File: config.mk
export PLATFORM = sky130hd
export DESIGN_NAME = pfcw_ctrl
export DESIGN_NICKNAME = d
export VERILOG_FILES = /design/src/hdl/pfcw_pkg.sv /design/src/hdl/pfcw_ctrl.sv
export SDC_FILE = /design/constraint.sdc
export NUM_CORES = 1
export LEC_CHECK = 0
export ABC_AREA = 0
export BUFFER_PORTS_ARGS = -buffer_cell sky130_fd_sc_hd__buf_2
export CORE_AREA = 2 2 44 46
export CTS_BUF_LIST = sky130_fd_sc_hd__clkbuf_4
export DETAILED_ROUTE_END_ITERATION = 7
export DIE_AREA = 0 0 46 48
export PLACE_DENSITY = 0.9
export SLEW_MARGIN = 10
export SYNTH_ARGS = -nofsm -noshare
export SYNTH_HDL_FRONTEND = slang
export SYNTH_SLANG_ARGS = --single-unit
File: constraint.sdc
create_clock -name aclk -period 2.5 [get_ports aclk]
set_input_delay 0.375 -clock aclk [delete_from_list [all_inputs] [get_ports aclk]]
set_output_delay 0.375 -clock aclk [all_outputs]
set_load 0.1 [all_outputs]
File: src/hdl/pfcw_pkg.sv
// ----------------------------------------------------------------------------
// pfcw_pkg
// Shared types, codes and constants of the per-flow congestion window unit.
// ----------------------------------------------------------------------------
`timescale 1ns / 1ps
`default_nettype none

package pfcw_pkg;

    localparam int FLOWS_DEF = 16;
    localparam int FRAC      = 16;
    localparam int TFRAC     = 10;

    localparam logic [31:0] WIN_ALL = 32'hFFFF_FFFF;
    localparam logic [31:0] WIN_ONE = 32'(64'(1) << FRAC);

    localparam int CBRT_SH = 3 * TFRAC - FRAC - 8;
    localparam int CBRT_SL = (CBRT_SH > 0) ? CBRT_SH : 0;
    localparam int CBRT_SR = (CBRT_SH < 0) ? -CBRT_SH : 0;
    localparam logic [4:0] CBRT_LAST_STEP = 5'd21;
    localparam int TERM_SH = 38 - FRAC;
    localparam logic [63:0] TERM_CAP  = 64'(1) << (62 - FRAC);
    localparam logic [63:0] RECIP_NUM = 64'(1) << (2 * FRAC);
    localparam logic [21:0] AD_CAP    = 22'h20_0000;

    localparam logic [31:0] US_PER_MS   = 32'd1000;
    // floor(2^41 / 1000), quotient is at most one low
    localparam logic [31:0] MS_RECIP    = 32'd2199023255;
    localparam int          MS_RECIP_SH = 41;
    // 2^TFRAC / 10^6 reduces to 2^4 / 15625
    localparam int          TG_SH       = TFRAC - 6;
    localparam logic [31:0] TG_DIV      = 32'd15625;
    // floor(2^45 / 15625), quotient is at most one low
    localparam logic [31:0] TG_RECIP    = 32'd2251799813;
    localparam int          TG_RECIP_SH = 45;

    localparam logic [2:0] CMD_INIT   = 3'd0;
    localparam logic [2:0] CMD_INC    = 3'd1;
    localparam logic [2:0] CMD_TMO    = 3'd2;
    localparam logic [2:0] CMD_NACK   = 3'd3;
    localparam logic [2:0] CMD_LOCAL  = 3'd4;
    localparam logic [2:0] CMD_REMOTE = 3'd5;

    localparam logic [2:0] CFG_MODE       = 3'd0;
    localparam logic [2:0] CFG_F_TIMEOUT  = 3'd1;
    localparam logic [2:0] CFG_F_LOCAL    = 3'd2;
    localparam logic [2:0] CFG_F_REMOTE   = 3'd3;
    localparam logic [2:0] CFG_CUBIC_DEC  = 3'd4;
    localparam logic [2:0] CFG_CUBIC_SC   = 3'd5;
    localparam logic [2:0] CFG_MIN_WIN    = 3'd6;
    localparam logic [2:0] CFG_INIT_WIN   = 3'd7;

    localparam logic ARITH_MUL = 1'b0;
    localparam logic ARITH_DIV = 1'b1;

    typedef logic [4:0] dp_op_t;

    localparam dp_op_t OP_NONE       = 5'd0;
    localparam dp_op_t OP_ACCEPT     = 5'd1;
    localparam dp_op_t OP_LOAD       = 5'd2;
    localparam dp_op_t OP_MUL_TIME   = 5'd3;
    localparam dp_op_t OP_SET_LAST   = 5'd4;
    localparam dp_op_t OP_INIT       = 5'd5;
    localparam dp_op_t OP_MUL_FACTOR = 5'd6;
    localparam dp_op_t OP_APPLY_DEC  = 5'd7;
    localparam dp_op_t OP_ADD_ONE    = 5'd8;
    localparam dp_op_t OP_SAT_ALL    = 5'd9;
    localparam dp_op_t OP_DIV_RECIP  = 5'd10;
    localparam dp_op_t OP_ADD_QUO    = 5'd11;
    localparam dp_op_t OP_SET_ERR    = 5'd12;
    localparam dp_op_t OP_MUL_PEAK   = 5'd13;
    localparam dp_op_t OP_DIV_K      = 5'd14;
    localparam dp_op_t OP_CBRT_INIT  = 5'd15;
    localparam dp_op_t OP_CBRT_A     = 5'd16;
    localparam dp_op_t OP_CBRT_B     = 5'd17;
    localparam dp_op_t OP_DUS        = 5'd18;
    localparam dp_op_t OP_MUL_TG     = 5'd19;
    localparam dp_op_t OP_SET_D      = 5'd20;
    localparam dp_op_t OP_MUL_SQ     = 5'd21;
    localparam dp_op_t OP_MUL_CUBE   = 5'd22;
    localparam dp_op_t OP_MUL_SCALE  = 5'd23;
    localparam dp_op_t OP_SET_TARGET = 5'd24;
    localparam dp_op_t OP_DIV_GROW   = 5'd25;
    localparam dp_op_t OP_WRITE      = 5'd26;
    localparam dp_op_t OP_FIX_LAST   = 5'd27;
    localparam dp_op_t OP_TG_REM     = 5'd28;
    localparam dp_op_t OP_TG_FIX     = 5'd29;

    typedef struct packed {
        logic [2:0]  cmd;
        logic [3:0]  flow_index;
        logic [39:0] time_us;
    } in_beat_t;

    typedef struct packed {
        logic [3:0]  flow_out;
        logic [31:0] window;
        logic [31:0] slow_start_threshold;
        logic        wmax_error;
    } out_beat_t;

    typedef struct packed {
        dp_op_t op;
    } dp_cmd_t;

    typedef struct packed {
        logic arith_done;
        logic is_init;
        logic is_dec;
        logic is_inc;
        logic inc_add_one;
        logic inc_recip;
        logic win_zero;
        logic peak_zero;
        logic cbrt_last;
        logic grow;
        logic out_free;
    } dp_status_t;

    typedef struct packed {
        logic        start;
        logic        op;
        logic [63:0] a;
        logic [31:0] b;
    } arith_req_t;

    function automatic logic [31:0] packets_q(input logic [15:0] p);
        logic [63:0] v;
        v = 64'(p) << FRAC;
        return (v > 64'(WIN_ALL)) ? WIN_ALL : v[31:0];
    endfunction

endpackage

`default_nettype wire

File: src/hdl/pfcw_ctrl.sv
// ----------------------------------------------------------------------------
// pfcw_ctrl
// Controller: sequences one beat through load, arithmetic steps and
// write back, issuing one datapath command per cycle.
// ----------------------------------------------------------------------------
`timescale 1ns / 1ps
`default_nettype none

module pfcw_ctrl import pfcw_pkg::*; (
    input  wire logic        aclk,
    input  wire logic        aresetn,
    input  wire logic        s_valid,
    output logic             s_ready,
    input  wire dp_status_t  status,
    output dp_cmd_t          cmd
);

    localparam logic [4:0] S_IDLE       = 5'd0;
    localparam logic [4:0] S_LOAD       = 5'd1;
    localparam logic [4:0] S_DECIDE     = 5'd2;
    localparam logic [4:0] S_WAIT_TIME  = 5'd3;
    localparam logic [4:0] S_AFTER_TIME = 5'd4;
    localparam logic [4:0] S_WAIT_DEC   = 5'd5;
    localparam logic [4:0] S_WAIT_RECIP = 5'd6;
    localparam logic [4:0] S_WAIT_PEAK  = 5'd7;
    localparam logic [4:0] S_WAIT_K     = 5'd8;
    localparam logic [4:0] S_CBRT_A     = 5'd9;
    localparam logic [4:0] S_CBRT_B     = 5'd10;
    localparam logic [4:0] S_DUS        = 5'd11;
    localparam logic [4:0] S_MUL_TG     = 5'd12;
    localparam logic [4:0] S_WAIT_TG    = 5'd13;
    localparam logic [4:0] S_SQ         = 5'd14;
    localparam logic [4:0] S_WAIT_SQ    = 5'd15;
    localparam logic [4:0] S_WAIT_CUBE  = 5'd16;
    localparam logic [4:0] S_WAIT_SCALE = 5'd17;
    localparam logic [4:0] S_GROW       = 5'd18;
    localparam logic [4:0] S_WRITE      = 5'd19;
    localparam logic [4:0] S_FIX_LAST   = 5'd20;
    localparam logic [4:0] S_TG_FIX     = 5'd21;
    localparam logic [4:0] S_SET_D      = 5'd22;

    logic [4:0] state_reg, state_next;

    always_comb begin
        state_next = state_reg;
        cmd.op     = OP_NONE;
        s_ready    = 1'b0;
        unique case (state_reg)
            S_IDLE: begin
                s_ready = 1'b1;
                if (s_valid) begin
                    cmd.op     = OP_ACCEPT;
                    state_next = S_LOAD;
                end
            end
            S_LOAD: begin
                cmd.op     = OP_LOAD;
                state_next = S_DECIDE;
            end
            S_DECIDE: begin
                if (status.is_init || status.is_dec) begin
                    cmd.op     = OP_MUL_TIME;
                    state_next = S_WAIT_TIME;
                end else if (!status.is_inc) begin
                    state_next = S_WRITE;
                end else if (status.inc_add_one) begin
                    cmd.op     = OP_ADD_ONE;
                    state_next = S_WRITE;
                end else if (status.inc_recip) begin
                    if (status.win_zero) begin
                        cmd.op     = OP_SAT_ALL;
                        state_next = S_WRITE;
                    end else begin
                        cmd.op     = OP_DIV_RECIP;
                        state_next = S_WAIT_RECIP;
                    end
                end else if (status.peak_zero) begin
                    cmd.op     = OP_SET_ERR;
                    state_next = S_WRITE;
                end else begin
                    cmd.op     = OP_MUL_PEAK;
                    state_next = S_WAIT_PEAK;
                end
            end
            S_WAIT_TIME: begin
                if (status.arith_done) begin
                    cmd.op     = OP_SET_LAST;
                    state_next = S_FIX_LAST;
                end
            end
            S_FIX_LAST: begin
                cmd.op     = OP_FIX_LAST;
                state_next = S_AFTER_TIME;
            end
            S_AFTER_TIME: begin
                if (status.is_init) begin
                    cmd.op     = OP_INIT;
                    state_next = S_WRITE;
                end else begin
                    cmd.op     = OP_MUL_FACTOR;
                    state_next = S_WAIT_DEC;
                end
            end
            S_WAIT_DEC: begin
                if (status.arith_done) begin
                    cmd.op     = OP_APPLY_DEC;
                    state_next = S_WRITE;
                end
            end
            S_WAIT_RECIP: begin
                if (status.arith_done) begin
                    cmd.op     = OP_ADD_QUO;
                    state_next = S_WRITE;
                end
            end
            S_WAIT_PEAK: begin
                if (status.arith_done) begin
                    cmd.op     = OP_DIV_K;
                    state_next = S_WAIT_K;
                end
            end
            S_WAIT_K: begin
                if (status.arith_done) begin
                    cmd.op     = OP_CBRT_INIT;
                    state_next = S_CBRT_A;
                end
            end
            S_CBRT_A: begin
                cmd.op     = OP_CBRT_A;
                state_next = S_CBRT_B;
            end
            S_CBRT_B: begin
                cmd.op     = OP_CBRT_B;
                state_next = status.cbrt_last ? S_DUS : S_CBRT_A;
            end
            S_DUS: begin
                cmd.op     = OP_DUS;
                state_next = S_MUL_TG;
            end
            S_MUL_TG: begin
                cmd.op     = OP_MUL_TG;
                state_next = S_WAIT_TG;
            end
            S_WAIT_TG: begin
                if (status.arith_done) begin
                    cmd.op     = OP_TG_REM;
                    state_next = S_TG_FIX;
                end
            end
            S_TG_FIX: begin
                cmd.op     = OP_TG_FIX;
                state_next = S_SET_D;
            end
            S_SET_D: begin
                cmd.op     = OP_SET_D;
                state_next = S_SQ;
            end
            S_SQ: begin
                cmd.op     = OP_MUL_SQ;
                state_next = S_WAIT_SQ;
            end
            S_WAIT_SQ: begin
                if (status.arith_done) begin
                    cmd.op     = OP_MUL_CUBE;
                    state_next = S_WAIT_CUBE;
                end
            end
            S_WAIT_CUBE: begin
                if (status.arith_done) begin
                    cmd.op     = OP_MUL_SCALE;
                    state_next = S_WAIT_SCALE;
                end
            end
            S_WAIT_SCALE: begin
                if (status.arith_done) begin
                    cmd.op     = OP_SET_TARGET;
                    state_next = S_GROW;
                end
            end
            S_GROW: begin
                if (!status.grow) begin
                    state_next = S_WRITE;
                end else if (status.win_zero) begin
                    cmd.op     = OP_SAT_ALL;
                    state_next = S_WRITE;
                end else begin
                    cmd.op     = OP_DIV_GROW;
                    state_next = S_WAIT_RECIP;
                end
            end
            S_WRITE: begin
                if (status.out_free) begin
                    cmd.op     = OP_WRITE;
                    state_next = S_IDLE;
                end
            end
            default: begin
                state_next = S_IDLE;
            end
        endcase
    end

    always_ff @(posedge aclk) begin
        if (!aresetn) begin
            state_reg <= S_IDLE;
        end else begin
            state_reg <= state_next;
        end
    end

endmodule

`default_nettype wire

Word-level counts from Yosys, hierarchy flattened
Index checks and enable logic that the tools add are counted.
{"block": "op_classes", "n_eq_ne": 32, "mux": 42, "n_reduce_logical": 4}
{"op": "5-bit two-way mux", "n": 29}
{"op": "5-bit case mux with 23 select lines", "n": 1}
{"op": "5-bit case mux with 22 select lines", "n": 1}
{"op": "5-bit by 4-bit == test with 1-bit output (second input constant)", "n": 8}
{"op": "5-bit == test (second input constant)", "n": 7}
{"op": "5-bit by 3-bit == test with 1-bit output (second input constant)", "n": 4}
{"op": "2-bit != test (second input constant)", "n": 9}
{"op": "4-bit two-way mux", "n": 3}
{"op": "5-bit by 2-bit == test with 1-bit output (second input constant)", "n": 2}
{"op": "10-bit AND reduction", "n": 1}
{"op": "2-bit two-way mux", "n": 3}
{"op": "3-bit two-way mux", "n": 2}
{"op": "5-bit by 1-bit == test with 1-bit output (second input constant)", "n": 1}
{"op": "5-bit logical NOT", "n": 1}
{"op": "1-bit two-way mux", "n": 3}
{"op": "2-bit by 1-bit != test with 1-bit output (second input constant)", "n": 1}
{"op": "2-bit OR reduction", "n": 1}
{"op": "1-bit logical OR", "n": 1}
{"block": "totals", "out_inout_bits": 6, "ff_bits": 5, "word_cells": 79, "inputBits": 14}

Logic depth before layout (Yosys ltp)
{"block": "depth", "ltp_word": 6, "ltp_mapped": 7, "mapped_depth_nobuf": 5}

Worst setup path after synthesis
No wires, ideal clock.
{"block": "synth_path", "path_kind": "register to output", "from": "register state_reg[1]", "to": "output port cmd[0] in the netlist's numbering", "arrival_time_ns": 3.902, "path_slack_ns": -1.777, "path_stages_with_launch": 7, "required_time_ns": 2.125, "path_buffers": 1, "cell_sequence": "dfxtp_1 > buf_4 > or3_4 > nor3_1 > nand2_1 > nand3_1 > or3_1"}
{"item": "start: declaration", "line": "pfcw_ctrl.sv:42", "source": "logic [4:0] state_reg, state_next;"}
{"item": "start signal: assignment", "line": "pfcw_ctrl.sv:207", "source": "state_reg <= state_next;"}
{"item": "end: declaration", "line": "pfcw_ctrl.sv:15", "source": "output dp_cmd_t cmd"}

==> metrics.cfg <==
[final_layout]
final-seq-area_um2=106.4
syn2layout_area_growth_pct=28.03
fillerInstances=118
drive_gt1_frac=0.2907
largest_reg_flops=5
multi_input_area_um2=839.6
antenna_cells=0
utilization=0.7511
finalNetCount=187

[sta]
max_clock_freq_mhz=420.8
slew_violations=0
max_slew_margin=0.5949
skew_ps=3.732
final-hold-violation-count=0
setup_viol=0
fin_crit_ps=2376
grt_setup_unrepaired=no
hold_slack_ps=443.7
tightest_slew_ps=600.0
finalCritPeriodShare=0.9505

[clocking]
cts.clk_slew.worst_paths_ps=50
ctsResizeCount=1
numCtsBuffers=3
clk-insertion-delay-late_ps=250
cts_tree=built
htreeDepth=1
cts_setup_buffers=0
postCtsHoldBufs=0
clockBufferDepth=2
cts.sinks=5
cts_root_buf=clkbuf_4

[worst_setup_path]
worstSetupPathType=reg -> out
worstPathArrival_ps=2000
path_cells=buf_4 -> or3_4 -> mux2_2 -> o22ai_1 -> nand2_1 -> o311ai_4 -> buf_12
max_stage_delay_ps=370
slowest_stage=or3_4
path_max_fanout=11
reg2reg_depth=6
critPathRequiredTime_ps=2120
startpoint_type=flip-flop
endpoint_kind=output port

[floorplan]
num_rows=15
initial_core_util=0.5867
die_x_um=46
design.core.area_mm2=0.001689
die_area_mm2=0.002208
design.portCount=20
die_h_um=48

[route]
vias_per_cell=7.085
drt_iter0_drc=76
drt-total-wl_um=3385
drcViolationCount=0
wl_per_cell_um=17.91
ant_nets=0
vias=1339
dr.pass1.iters=5

[power]
power_per_cell_area_mw_per_mm2=1316
peakVddDrop_uv=1137
p_leak_nw=0.5025

[synthesis]
avgSynthCellArea_um2=6.563
async_reset_ff_frac=0
synth_enable_flop_cells=0
synth_most_common_cell=nand2_1
synth_common_cells=17 x nand2_1, 11 x a21oi_1, 11 x nor2_1
synth_area_leaders=dfxtp_1 10%, nand2_1 6.4%, a21oi_1 5.6%, nand2b_1 5.1%, nor2b_1 4.4%
ys_ff_latch=5
synth_top_cell_area_share=0.1010
synthCells=151
yosysSeqAreaShare=0.1010
syn_nets=165
synthFlopType=dfxtp_1
yosysTopAreaCell=dfxtp_1
yosysWarningCount=0
synth_area_um2=991.0
synth_cell_type_count=52

[placement]
place_congestion=0.9448
io_buffers=19
hpwl_um=2577

[global_route]
grt_start_max_net_pins=17
grt_overflow=0
grt_pass1_vias=1185
antenna_found_initial=0
grt_pass1_wl_um=5402
grt_usage=0.3359

[worst_hold_path]
worstHoldPathCells=3
hold_path_class=in -> reg

[run_status]
status=finished clean

[flow_run]
drv_cap=0

final cells by class:
| type | count | share of cell area |
|---|---|---|
| inverters | 5 | 0.01479 |
| flip-flops and latches | 5 | 0.08383 |
| multi-input cells | 128 | 0.6617 |
| well taps | 17 | 0.01677 |
| clock buffers | 4 | 0.02367 |
| repair buffers | 30 | 0.1992 |
logic make-up after synthesis:
| kind of cell | after synthesis | synth area share |
|---|---|---|
| AOI/OAI and AO/OA | 51 | 0.3498 |
| xor gates and xnor gates | 1 | 0.008840 |
| buffers and inverters | 18 | 0.08964 |
| DFF | 5 | 0.1010 |
| muxes | 6 | 0.06439 |
| and+or+nand+nor | 70 | 0.3864 |
metrics by stage:
step / cell area, um2 / TNS, ps / std cells / power (W) / setup WS (ps)
global route: 1269 / 0 / 189 / 0.001758 / 44.67
global placement: 1230 / 0 / 185 / 0.001491 / 315.8
detailed placement: 1230 / 0 / 185 / 0.001527 / 256.1
floorplan: 1026 / -398.6 / 151 / 0.001149 / -398.6
CTS: 1261 / 0 / 189 / 0.001644 / 75.60
finish: 1269 / 0 / 189 / 0.001670 / 123.8
placed cells by master (no fill, tap or decap), types with 2 or more instances in the layout:
cell / synthesis / final
clkbuf_4: 0 / 4
buf_4: 1 / 11
nor2_1: 11 / 11
nand3_1: 5 / 5
dfxtp_2: 0 / 5
nand2_1: 17 / 17
nor3_1: 4 / 3
and3b_1: 2 / 2
a311oi_1: 2 / 2
o32ai_1: 2 / 2
inv_1: 4 / 4
buf_2: 8 / 14
a221o_1: 2 / 2
mux2i_1: 3 / 3
and3_1: 2 / 2
a21oi_1: 11 / 11
nor4_1: 2 / 2
o21ai_1: 3 / 3
mux2_2: 3 / 3
buf_12: 0 / 5
or3_1: 3 / 3
nand2b_1: 8 / 8
o21ai_0: 7 / 7
a211o_1: 2 / 2
o22ai_1: 7 / 7
a21boi_0: 2 / 2
nor2b_1: 7 / 6
where the power goes:
part	internal [W]	switching, W	total [W]
combinational	0.000507	0.000863	0.00137
sequential	0.000109	0.0000834	0.000192
clock	0.0000714	0.0000360	0.000107
routing by layer:
| layer | wire (um) | track usage |
|---|---|---|
| met3 | 357 | 0.09811 |
| met5 | 0 | 0 |
| met4 | 116 | 0.1314 |
| met1 | 1306 | 0.4254 |
| met2 | 1604 | 0.5361 |
worst max-delay path, delay by kind of cell (launching register included):
family / cells / cell delay, ps
flops: 1 / 350
simple gates: 2 / 480
compound gates: 2 / 260
buf+inv: 2 / 400
mux: 1 / 270
worst paths after layout:
kind / start / to / slack [ps]
setup / recovery: state_reg[2] / cmd[2] / 120
hold / removal: aresetn / state_reg[3] / 440
setup reg to reg: state_reg[1] / state_reg[0] / 550
hold reg to reg: state_reg[2] / state_reg[2] / 520
No activity file was read; power rests on OpenSTA's default activity.
